`src/swfs_pkg.sv`:
```
// swfs_pkg: shared types and constants of the single wire frame sender
// no dependencies
package swfs_pkg;

  localparam int FRAME_DATA_W = 8;
  localparam int FRAME_BITS_W = 4;
  localparam int STATUS_W     = 2;
  localparam int CFG_REG_W    = 16;
  localparam int CFG_IDX_W    = 3;

  // register indexes of the config port
  localparam logic [CFG_IDX_W-1:0] REG_SHORT_LOW   = 3'd0;
  localparam logic [CFG_IDX_W-1:0] REG_LONG_LOW    = 3'd1;
  localparam logic [CFG_IDX_W-1:0] REG_ACK_TIMEOUT = 3'd2;
  localparam logic [CFG_IDX_W-1:0] REG_ACK_SAMPLE  = 3'd3;
  localparam logic [CFG_IDX_W-1:0] REG_NACK_WAIT   = 3'd4;

  // config reset values
  localparam logic [CFG_REG_W-1:0] RST_SHORT_LOW   = 16'd6;
  localparam logic [CFG_REG_W-1:0] RST_LONG_LOW    = 16'd60;
  localparam logic [CFG_REG_W-1:0] RST_ACK_TIMEOUT = 16'd300;
  localparam logic [CFG_REG_W-1:0] RST_ACK_SAMPLE  = 16'd24;
  localparam logic [CFG_REG_W-1:0] RST_NACK_WAIT   = 16'd42;

  // status codes
  localparam logic [STATUS_W-1:0] ST_ACK    = 2'd0;
  localparam logic [STATUS_W-1:0] ST_NACK   = 2'd1;
  localparam logic [STATUS_W-1:0] ST_NO_ACK = 2'd2;

  typedef enum logic [5:0] {
    PH_IDLE   = 6'b000001,
    PH_LOW    = 6'b000010,
    PH_HIGH   = 6'b000100,
    PH_WAIT   = 6'b001000,
    PH_SAMPLE = 6'b010000,
    PH_NACK   = 6'b100000
  } phase_t;

  typedef struct packed {
    logic [CFG_REG_W-1:0] short_low_ticks;
    logic [CFG_REG_W-1:0] long_low_ticks;
    logic [CFG_REG_W-1:0] ack_timeout_ticks;
    logic [CFG_REG_W-1:0] ack_sample_ticks;
    logic [CFG_REG_W-1:0] nack_wait_ticks;
  } cfg_t;

  typedef struct packed {
    logic                    start_req;
    logic [FRAME_DATA_W-1:0] frame_data;
    logic [FRAME_BITS_W-1:0] frame_bits;
    logic                    line_in;
  } item_t;

  typedef struct packed {
    logic                line_out;
    logic                line_enable;
    logic                busy_res;
    logic                done_res;
    logic [STATUS_W-1:0] status;
  } res_t;

endpackage

```
`src/swfs_in_reg.sv`:
```
// swfs_in_reg: input register stage holding one word for the tick core
// depends on swfs_pkg
module swfs_in_reg (
  input  logic          clk,
  input  logic          rst_n,
  input  logic          in_valid,
  output logic          in_ready,
  input  swfs_pkg::item_t in_item,
  input  logic          take,
  output logic          valid_r,
  output swfs_pkg::item_t item_r
);
  import swfs_pkg::*;

  logic valid_nxt;

  assign in_ready = !valid_r || take;

  always_comb begin
    valid_nxt = valid_r;
    if (in_valid && in_ready) begin
      valid_nxt = 1'b1;
    end else if (take) begin
      valid_nxt = 1'b0;
    end
  end

  always_ff @(posedge clk) begin
    if (!rst_n) begin
      valid_r <= 1'b0;
    end else begin
      valid_r <= valid_nxt;
    end
  end

  always_ff @(posedge clk) begin
    if (in_valid && in_ready) begin
      item_r <= in_item;
    end
  end

endmodule

```
`src/swfs_tick_core.sv`:
```
// swfs_tick_core: frame state, bit timing counter and one-tick step logic
// depends on swfs_pkg
module swfs_tick_core #(
  parameter int MAX_FRAME_BITS = 8,
  parameter int COUNTER_WIDTH  = 16
) (
  input  logic           clk,
  input  logic           rst_n,
  input  swfs_pkg::cfg_t  cfg,
  input  swfs_pkg::item_t item,
  input  logic           step,
  output swfs_pkg::res_t  res
);
  import swfs_pkg::*;

  localparam int SB_W = MAX_FRAME_BITS + 2;
  localparam int BL_W = $clog2(MAX_FRAME_BITS + 3);
  localparam int DX_W = MAX_FRAME_BITS + FRAME_DATA_W;

  phase_t                   phase_r, phase_nxt;
  logic [SB_W-1:0]          shift_r, shift_nxt;
  logic [BL_W-1:0]          bits_left_r, bits_left_nxt;
  logic [COUNTER_WIDTH-1:0] tick_r, tick_nxt;
  logic [STATUS_W-1:0]      status_r, status_nxt;
  logic                     done;

  // zero acts as one, then cut to the counter width
  function automatic logic [COUNTER_WIDTH-1:0] load_len(input logic [CFG_REG_W-1:0] v);
    logic [31:0] w;
    w = (v == '0) ? 32'd1 : 32'(v);
    return w[COUNTER_WIDTH-1:0];
  endfunction

  function automatic logic bit_at(input logic [SB_W-1:0] sb, input logic [BL_W-1:0] bl);
    logic b;
    b = 1'b0;
    for (int i = 0; i < SB_W; i++) begin
      if (bl == BL_W'(i + 1)) begin
        b = sb[i];
      end
    end
    return b;
  endfunction

  function automatic logic [COUNTER_WIDTH-1:0] low_len(input logic b, input cfg_t c);
    return load_len(b ? c.short_low_ticks : c.long_low_ticks);
  endfunction

  function automatic logic [COUNTER_WIDTH-1:0] high_len(input logic b, input cfg_t c);
    return load_len(b ? c.long_low_ticks : c.short_low_ticks);
  endfunction

  // frame load terms
  int                       nb;
  logic [DX_W-1:0]          data_ext;
  logic [MAX_FRAME_BITS-1:0] payload;
  logic                     parity;
  logic [SB_W-1:0]          frame_sb;
  logic [BL_W-1:0]          frame_bl;

  always_comb begin
    if (item.frame_bits == '0) begin
      nb = 1;
    end else if (int'(item.frame_bits) > MAX_FRAME_BITS) begin
      nb = MAX_FRAME_BITS;
    end else begin
      nb = int'(item.frame_bits);
    end
    data_ext = DX_W'(item.frame_data);
    for (int i = 0; i < MAX_FRAME_BITS; i++) begin
      payload[i] = (i < nb) ? data_ext[i] : 1'b0;
    end
    parity   = ^payload;
    frame_sb = {1'b0, payload, parity};
    frame_bl = BL_W'(nb + 2);
  end

  logic [COUNTER_WIDTH-1:0] tick_dec, tick_inc;
  logic [BL_W-1:0]          bl_dec;
  logic [CFG_REG_W-1:0]     timeout_eff;

  assign tick_dec    = tick_r - 1'b1;
  assign tick_inc    = tick_r + 1'b1;
  assign bl_dec      = (bits_left_r != '0) ? bits_left_r - 1'b1 : bits_left_r;
  assign timeout_eff = (cfg.ack_timeout_ticks == '0) ? CFG_REG_W'(1) : cfg.ack_timeout_ticks;

  always_comb begin
    phase_nxt     = phase_r;
    shift_nxt     = shift_r;
    bits_left_nxt = bits_left_r;
    tick_nxt      = tick_r;
    status_nxt    = status_r;
    done          = 1'b0;
    unique case (phase_r)
      PH_IDLE: begin
        if (item.start_req) begin
          shift_nxt     = frame_sb;
          bits_left_nxt = frame_bl;
          phase_nxt     = PH_LOW;
          tick_nxt      = low_len(bit_at(frame_sb, frame_bl), cfg);
        end
      end
      PH_LOW: begin
        tick_nxt = tick_dec;
        if (tick_dec == '0) begin
          phase_nxt = PH_HIGH;
          tick_nxt  = high_len(bit_at(shift_r, bits_left_r), cfg);
        end
      end
      PH_HIGH: begin
        tick_nxt = tick_dec;
        if (tick_dec == '0) begin
          bits_left_nxt = bl_dec;
          if (bl_dec != '0) begin
            phase_nxt = PH_LOW;
            tick_nxt  = low_len(bit_at(shift_r, bl_dec), cfg);
          end else begin
            phase_nxt = PH_WAIT;
            tick_nxt  = '0;
          end
        end
      end
      PH_WAIT: begin
        if (!item.line_in) begin
          phase_nxt = PH_SAMPLE;
          tick_nxt  = load_len(cfg.ack_sample_ticks);
        end else if (32'(tick_inc) >= 32'(timeout_eff)) begin
          phase_nxt  = PH_IDLE;
          tick_nxt   = '0;
          status_nxt = ST_NO_ACK;
          done       = 1'b1;
        end else begin
          tick_nxt = tick_inc;
        end
      end
      PH_SAMPLE: begin
        tick_nxt = tick_dec;
        if (tick_dec == '0) begin
          if (item.line_in) begin
            phase_nxt  = PH_IDLE;
            status_nxt = ST_ACK;
            done       = 1'b1;
          end else begin
            phase_nxt = PH_NACK;
            tick_nxt  = load_len(cfg.nack_wait_ticks);
          end
        end
      end
      PH_NACK: begin
        tick_nxt = tick_dec;
        if (tick_dec == '0) begin
          phase_nxt  = PH_IDLE;
          status_nxt = ST_NACK;
          done       = 1'b1;
        end
      end
      default: begin
        phase_nxt = PH_IDLE;
        tick_nxt  = '0;
      end
    endcase
  end

  always_comb begin
    res.done_res = done;
    res.status   = status_nxt;
    unique case (phase_nxt)
      PH_LOW: begin
        res.line_out = 1'b0; res.line_enable = 1'b1; res.busy_res = 1'b1;
      end
      PH_HIGH: begin
        res.line_out = 1'b1; res.line_enable = 1'b1; res.busy_res = 1'b1;
      end
      PH_WAIT, PH_SAMPLE, PH_NACK: begin
        res.line_out = 1'b1; res.line_enable = 1'b0; res.busy_res = 1'b1;
      end
      default: begin
        res.line_out = 1'b1; res.line_enable = 1'b1; res.busy_res = 1'b0;
      end
    endcase
  end

  always_ff @(posedge clk) begin
    if (!rst_n) begin
      phase_r     <= PH_IDLE;
      shift_r     <= '0;
      bits_left_r <= '0;
      tick_r      <= '0;
      status_r    <= ST_ACK;
    end else if (step) begin
      phase_r     <= phase_nxt;
      shift_r     <= shift_nxt;
      bits_left_r <= bits_left_nxt;
      tick_r      <= tick_nxt;
      status_r    <= status_nxt;
    end
  end

endmodule

```
`src/single_wire_frame_sender_unit.sv`:
```
// single_wire_frame_sender_unit: top level, config registers and result register
// depends on swfs_pkg, swfs_in_reg, swfs_tick_core
//
// Each input word is one tick of the wire timing: a start request, the frame
// payload and length, and the sampled wire level. From idle, a start sends a
// zero start bit, the payload MSB first and an even parity bit; a one bit is a
// short low phase then a long high phase, a zero bit the reverse. The wire is
// then released and the block polls for the low ack edge (no ack status after
// ack_timeout_ticks), samples the line ack_sample_ticks later (high ack, low
// nack plus nack_wait_ticks) and drives the wire high again, giving the status
// with done_res for one word. Every input word yields exactly one result word.
// Throughput is one word per cycle unless results stall; each word passes the
// input register, then the result register, with the whole tick update done
// by the logic between them. Config writes take effect at the next edge
// whatever the block is doing, so make them only while no word is in flight.
module single_wire_frame_sender_unit #(
  parameter int MAX_FRAME_BITS = 8,
  parameter int COUNTER_WIDTH  = 16
) (
  input  logic                              clk,
  input  logic                              rst_n,
  // config port
  input  logic                              cfg_we,
  input  logic [swfs_pkg::CFG_IDX_W-1:0]    cfg_index,
  input  logic [swfs_pkg::CFG_REG_W-1:0]    cfg_wdata,
  // input channel
  input  logic                              in_valid,
  output logic                              in_ready,
  input  logic                              in_start_req,
  input  logic [swfs_pkg::FRAME_DATA_W-1:0] in_frame_data,
  input  logic [swfs_pkg::FRAME_BITS_W-1:0] in_frame_bits,
  input  logic                              in_line_in,
  // result channel
  output logic                              out_valid,
  input  logic                              out_ready,
  output logic                              out_line_out,
  output logic                              out_line_enable,
  output logic                              out_busy_res,
  output logic                              out_done_res,
  output logic [swfs_pkg::STATUS_W-1:0]     out_status
);
  import swfs_pkg::*;

  cfg_t  cfg_r;
  item_t in_item, item_r;
  res_t  step_res, res_r;
  logic  item_valid_r;
  logic  out_valid_r, out_valid_nxt;
  logic  fire;

  // config registers, write only
  always_ff @(posedge clk) begin
    if (!rst_n) begin
      cfg_r.short_low_ticks   <= RST_SHORT_LOW;
      cfg_r.long_low_ticks    <= RST_LONG_LOW;
      cfg_r.ack_timeout_ticks <= RST_ACK_TIMEOUT;
      cfg_r.ack_sample_ticks  <= RST_ACK_SAMPLE;
      cfg_r.nack_wait_ticks   <= RST_NACK_WAIT;
    end else if (cfg_we) begin
      unique case (cfg_index)
        REG_SHORT_LOW:   cfg_r.short_low_ticks   <= cfg_wdata;
        REG_LONG_LOW:    cfg_r.long_low_ticks    <= cfg_wdata;
        REG_ACK_TIMEOUT: cfg_r.ack_timeout_ticks <= cfg_wdata;
        REG_ACK_SAMPLE:  cfg_r.ack_sample_ticks  <= cfg_wdata;
        REG_NACK_WAIT:   cfg_r.nack_wait_ticks   <= cfg_wdata;
        default: begin
          // unmapped index, write dropped
        end
      endcase
    end
  end

  assign in_item.start_req  = in_start_req;
  assign in_item.frame_data = in_frame_data;
  assign in_item.frame_bits = in_frame_bits;
  assign in_item.line_in    = in_line_in;

  // a held word steps the core when the result register is free or draining
  assign fire = item_valid_r && (!out_valid_r || out_ready);

  swfs_in_reg u_in_reg (
    .clk      (clk),
    .rst_n    (rst_n),
    .in_valid (in_valid),
    .in_ready (in_ready),
    .in_item  (in_item),
    .take     (fire),
    .valid_r  (item_valid_r),
    .item_r   (item_r)
  );

  swfs_tick_core #(
    .MAX_FRAME_BITS (MAX_FRAME_BITS),
    .COUNTER_WIDTH  (COUNTER_WIDTH)
  ) u_core (
    .clk   (clk),
    .rst_n (rst_n),
    .cfg   (cfg_r),
    .item  (item_r),
    .step  (fire),
    .res   (step_res)
  );

  // result register
  always_comb begin
    out_valid_nxt = out_valid_r;
    if (fire) begin
      out_valid_nxt = 1'b1;
    end else if (out_ready) begin
      out_valid_nxt = 1'b0;
    end
  end

  always_ff @(posedge clk) begin
    if (!rst_n) begin
      out_valid_r <= 1'b0;
    end else begin
      out_valid_r <= out_valid_nxt;
    end
  end

  always_ff @(posedge clk) begin
    if (fire) begin
      res_r <= step_res;
    end
  end

  assign out_valid       = out_valid_r;
  assign out_line_out    = res_r.line_out;
  assign out_line_enable = res_r.line_enable;
  assign out_busy_res    = res_r.busy_res;
  assign out_done_res    = res_r.done_res;
  assign out_status      = res_r.status;

  // a finishing word always shows the wire back to idle
  a_done_idle: assert property (@(posedge clk) disable iff (!rst_n)
    out_valid_r && res_r.done_res |-> !res_r.busy_res && res_r.line_enable)
    else $error("done word while still busy");

  // the wire is released or driven low only inside a frame
  a_release_busy: assert property (@(posedge clk) disable iff (!rst_n)
    out_valid_r && (!res_r.line_enable || !res_r.line_out) |-> res_r.busy_res)
    else $error("wire not idle outside a frame");

  // a held input word is not lost while the core stalls
  a_hold_item: assert property (@(posedge clk) disable iff (!rst_n)
    item_valid_r && !fire |=> item_valid_r && $stable(item_r))
    else $error("held input word dropped");

  // a stalled result word is not overwritten
  a_hold_res: assert property (@(posedge clk) disable iff (!rst_n)
    out_valid_r && !out_ready |=> out_valid_r && $stable(res_r))
    else $error("stalled result word changed");

endmodule
```
`config.mk`:
```
export PLATFORM = sky130hd
export DESIGN_NAME = single_wire_frame_sender_unit
export DESIGN_NICKNAME = d
export VERILOG_FILES = /design/src/swfs_pkg.sv /design/src/swfs_in_reg.sv /design/src/swfs_tick_core.sv /design/src/single_wire_frame_sender_unit.sv
export SDC_FILE = /design/constraint.sdc
export NUM_CORES = 1
export LEC_CHECK = 0
export ABC_AREA = 1
export BUFFER_PORTS_ARGS = -buffer_cell sky130_fd_sc_hd__buf_2
export CAP_MARGIN = 10
export CORE_ASPECT_RATIO = 1.1
export CORE_MARGIN = 2
export CORE_UTILIZATION = 35
export CTS_BUF_LIST = sky130_fd_sc_hd__clkbuf_16
export CTS_CLUSTER_DIAMETER = 30
export CTS_CLUSTER_SIZE = 14
export DETAILED_ROUTE_END_ITERATION = 8
export SETUP_SLACK_MARGIN = 0.02
export SYNTH_ARGS = -nofsm -noshare
export SYNTH_HDL_FRONTEND = slang
export SYNTH_SLANG_ARGS = --single-unit
```
`constraint.sdc`:
```
create_clock -name clk -period 11.7 [get_ports clk]
set_input_delay 1.17 -clock clk [delete_from_list [all_inputs] [get_ports clk]]
set_output_delay 1.17 -clock clk [all_outputs]
set_load 0.05 [all_outputs]
```
==> run_results.csv <==
group,metric,value,unit
sta,finalCritPeriodShare,38.8,%
flow_run,max_cap_viol_count,0,
routing,drtIter0Drc,881,
sta,final_hold_viol_count,0,
sta,max_slew_margin,30.5,%
yosys,ys_seq_area_share,32.6,%
yosys,yosysWarnings,0,
sta,finalMaxSlewViolations,0,
hold_path,hp-start,"cfg_r[7]$_SDFFE_PN0P_",
clock_network,cts_tree,"built",
pwr,p_per_area,138,mW/mm2
sta,clock_skew,0.0167,ns
routing,routedWlPerCell,18.0,um
clock_network,cts_hold_buffers,0,
setup_path,rr_worst_depth,26,
pwr,peakVddDrop,0.0000933,V
clock_network,cts.htree.levels,4,
place,place.gp.congestion,1.04,
cells_and_area,diodes,0,
clock_network,cts_resized,0,
cells_and_area,fin_area,0.0102,mm2
cells_and_area,layout_commonest_cell,"nand2_1",
pwr,netSwitchingPower,503,uW
place,placed_cell_area,0.00961,mm2
place,place_ws,7.32,ns
pwr,power.internal,913,uW
yosys,yosys.area_share.simple,32.4,%
yosys,syn-cell-area,0.00914,mm2
setup_path,r2r_start,"u_core.tick_r[0]$_SDFFE_PN0P_",
routing,avgViaCountPerCell,5.36,
yosys,syn_area_per_cell,6.50,um2
clock_network,cts_buffer_depth,2,
yosys,ys_ff_latch,139,
sta,final.setup.worst_slack,7.16,ns
yosys,post-synth-top-area-cell,"dfxtp_1",
routing,drc,0,
grt,overflow,0,
yosys,synth_top_area_share,26.1,%
grt,grt_pass1_vias,8932,
floorplan,rows,62,
floorplan,dieHeight,173,um
cells_and_area,n_fill_cell,2841,
place,dpl.hpwl,24600,um
hold_path,min_path_cells,2,
yosys,synth-xor-area-share,2.30,%
setup_path,arrival,4.84,ns
clock_network,root_buffer,"clkbuf_16",
pwr,switching_share,35.5,%
sta,tns,0,ns
cells_and_area,areaGrowthSynthToFinish,12.0,%
sta,setup_viol,0,
routing,ant_nets,0,
yosys,synth_nets,1472,
cells_and_area,mostFrequentLayoutCells,"325 x nand2_1, 158 x nor2_1, 154 x inv_1",
hold_path,hold_path_class,"register to register",
setup_path,critPathMaxFanout,8,
routing,dr.pass1.iters,6,
yosys,syn_inst,1407,
sta,rsz0062_at_grt,"false",
yosys,netlist_top_cells_area,"dfxtp_1 26%, nand2_1 13%, o21ai_0 7.7%",
cells_and_area,drive_gt1_share,9.19,%
cells_and_area,nets,1489,
outcome,status,"finished clean",
yosys,ys_types,56,
grt,grt.total_usage,23.5,%
yosys,synth_compound_gate_area_share,19.2,%
clock_network,post_cts_buffers,0,
routing,routed_wl,32200,um
clock_network,cts_buffers,17,
clock_network,cts_sinks,139,
pwr,seqPwrFrac,37.2,%
setup_path,start_kind,"register",
floorplan,die_area,0.0274,mm2
routing,vias,9584,
sta,max_freq,0.220,GHz
floorplan,die_w,158,um
grt,grt_antenna_before_repair,0,
pwr,combPwrFrac,21.1,%
floorplan,boundaryPins,46,
pwr,p_clk_share,41.7,%
clock_network,clk_pin_slew_worst_paths,0.08,ns
place,portBuffers,45,
setup_path,crit_type,"register to register",
sta,worstMarginPinSlew,1.04,ns
yosys,yosys.area_share.adder,3.70,%
floorplan,initial_utilization,35.3,%
setup_path,setup.worst_path.end_class,"register",
sta,fin_hold_ws,0.489,ns
grt,grt_pass1_wl,49700,um
pwr,power_leakage,0.00453,uW
yosys,synth_mux_area_share,0,%
clock_network,clkLatencyLatePin,0.45,ns
yosys,synth_top_family_by_area,"simple AND/OR/NAND/NOR gates",
setup_path,required,12.00,ns
floorplan,core-area,0.0259,mm2
sta,min_period,4.54,ns
setup_path,crit_start,"u_core.tick_r[0]$_SDFFE_PN0P_",
grt,grt_max_degree,53,
path summary, 6_finish.rpt:
| path | endpoint | slack (ns) |
|---|---|---|
| max | u_core.tick_r[0]$_SDFFE_PN0P_ | 7.16 |
| max reg2reg | u_core.tick_r[0]$_SDFFE_PN0P_ | 7.16 |
| min | cfg_r[7]$_SDFFE_PN0P_ | 0.49 |
| min reg2reg | cfg_r[7]$_SDFFE_PN0P_ | 0.49 |
kinds of logic after synthesis:
kind of cell | Yosys count
compound gates | 319
xor+xnor | 24
fa+ha+maj | 27
buf+inv | 220
flops | 139
simple gates | 678
power groups by stage:
| stage | Combinational (uW) | Sequential [uW] | Clock, uW |
|---|---|---|---|
| 2_1_floorplan | 209 | 532 | 0 |
| 3_3_place_gp | 292 | 536 | 0 |
| 3_5_place_dp | 291 | 537 | 0 |
| 4_1_cts | 293 | 526 | 594 |
| 5_1_grt | 329 | 529 | 616 |
| 6_report | 299 | 526 | 591 |
flip-flops by register name (all words and copies together) (netlist names), 2 cells and up:
register            count
u_core.tick_r          16
u_core.status_r         2
out_status              2
u_core.shift_r          9
cfg_r                  80
u_core.bits_left_r      4
u_core.phase_r          6
u_in_reg.item_r        14
metrics by stage:
step,instances,util [%],power [uW]
CTS,1789,39.5,1410
floorplan,1407,-,741
global route,1789,39.5,1470
detailed placement,1757,37.1,828
global placement,1757,37.1,828
finish,1789,39.5,1420
worst max-delay path, stage by stage (launching register included):
cell and delay (ns):
dfxtp_1 0.52, inv_2 0.13, nor3_2 0.24, nand2_1 0.11
nor4_2 0.24, nand3_1 0.16, nor2_1 0.20, nand3_1 0.14
nor2_1 0.11, nand2_1 0.06, xor2_1 0.20, inv_1 0.07
ha_1 0.32, nand4_1 0.12, nor3_1 0.22, nand3_1 0.09
and3_1 0.22, inv_1 0.13, nand2_1 0.16, inv_1 0.28
nor2_1 0.12, nand3_1 0.11, nand4_1 0.13, a21oi_1 0.13
nand2_1 0.07, nand2_1 0.07, a21oi_2 0.05
Yosys cell counts, drive strengths merged:
cell	instances
o31ai	2
a21oi	115
edfxtp	20
o21a	3
a41o	1
buf	12
a31oi	2
dfxtp	119
nand3	118
o22ai	4
a211oi	1
and3	3
o221ai	2
ha	27
nor3	16
nand2	340
xor2	21
o211ai	20
a21boi	1
o41ai	1
or2	2
a41oi	1
clkinv	3
a22o	1
xnor2	3
nand4	19
o21ai	156
clkbuf	44
o2111ai	7
a22oi	1
or4	1
inv	161
nor2	163
o32ai	1
nor4	16
per-layer routing:
layer / vias up / GRT usage (%) / routed length, um
met5: - / 0 / 0
met4: 0 / 8.93 / 1120
met3: 68 / 3.00 / 1920
met2: 357 / 38.9 / 15200
met1: 4451 / 31.2 / 13900
li1: 4708 / - / -
final cells by class:
class / instances / area [um2] / share of cell area, %
timing repair buffer: 54 / 293 / 2.86
tap: 352 / 440 / 4.30
clock buffer: 17 / 425 / 4.16
clock inverter: 15 / 203 / 1.98
inverter: 164 / 619 / 6.05
multi-input combinational: 1048 / 5270 / 51.5
sequential: 139 / 2980 / 29.1
No activity file was read; power rests on OpenSTA's default activity.
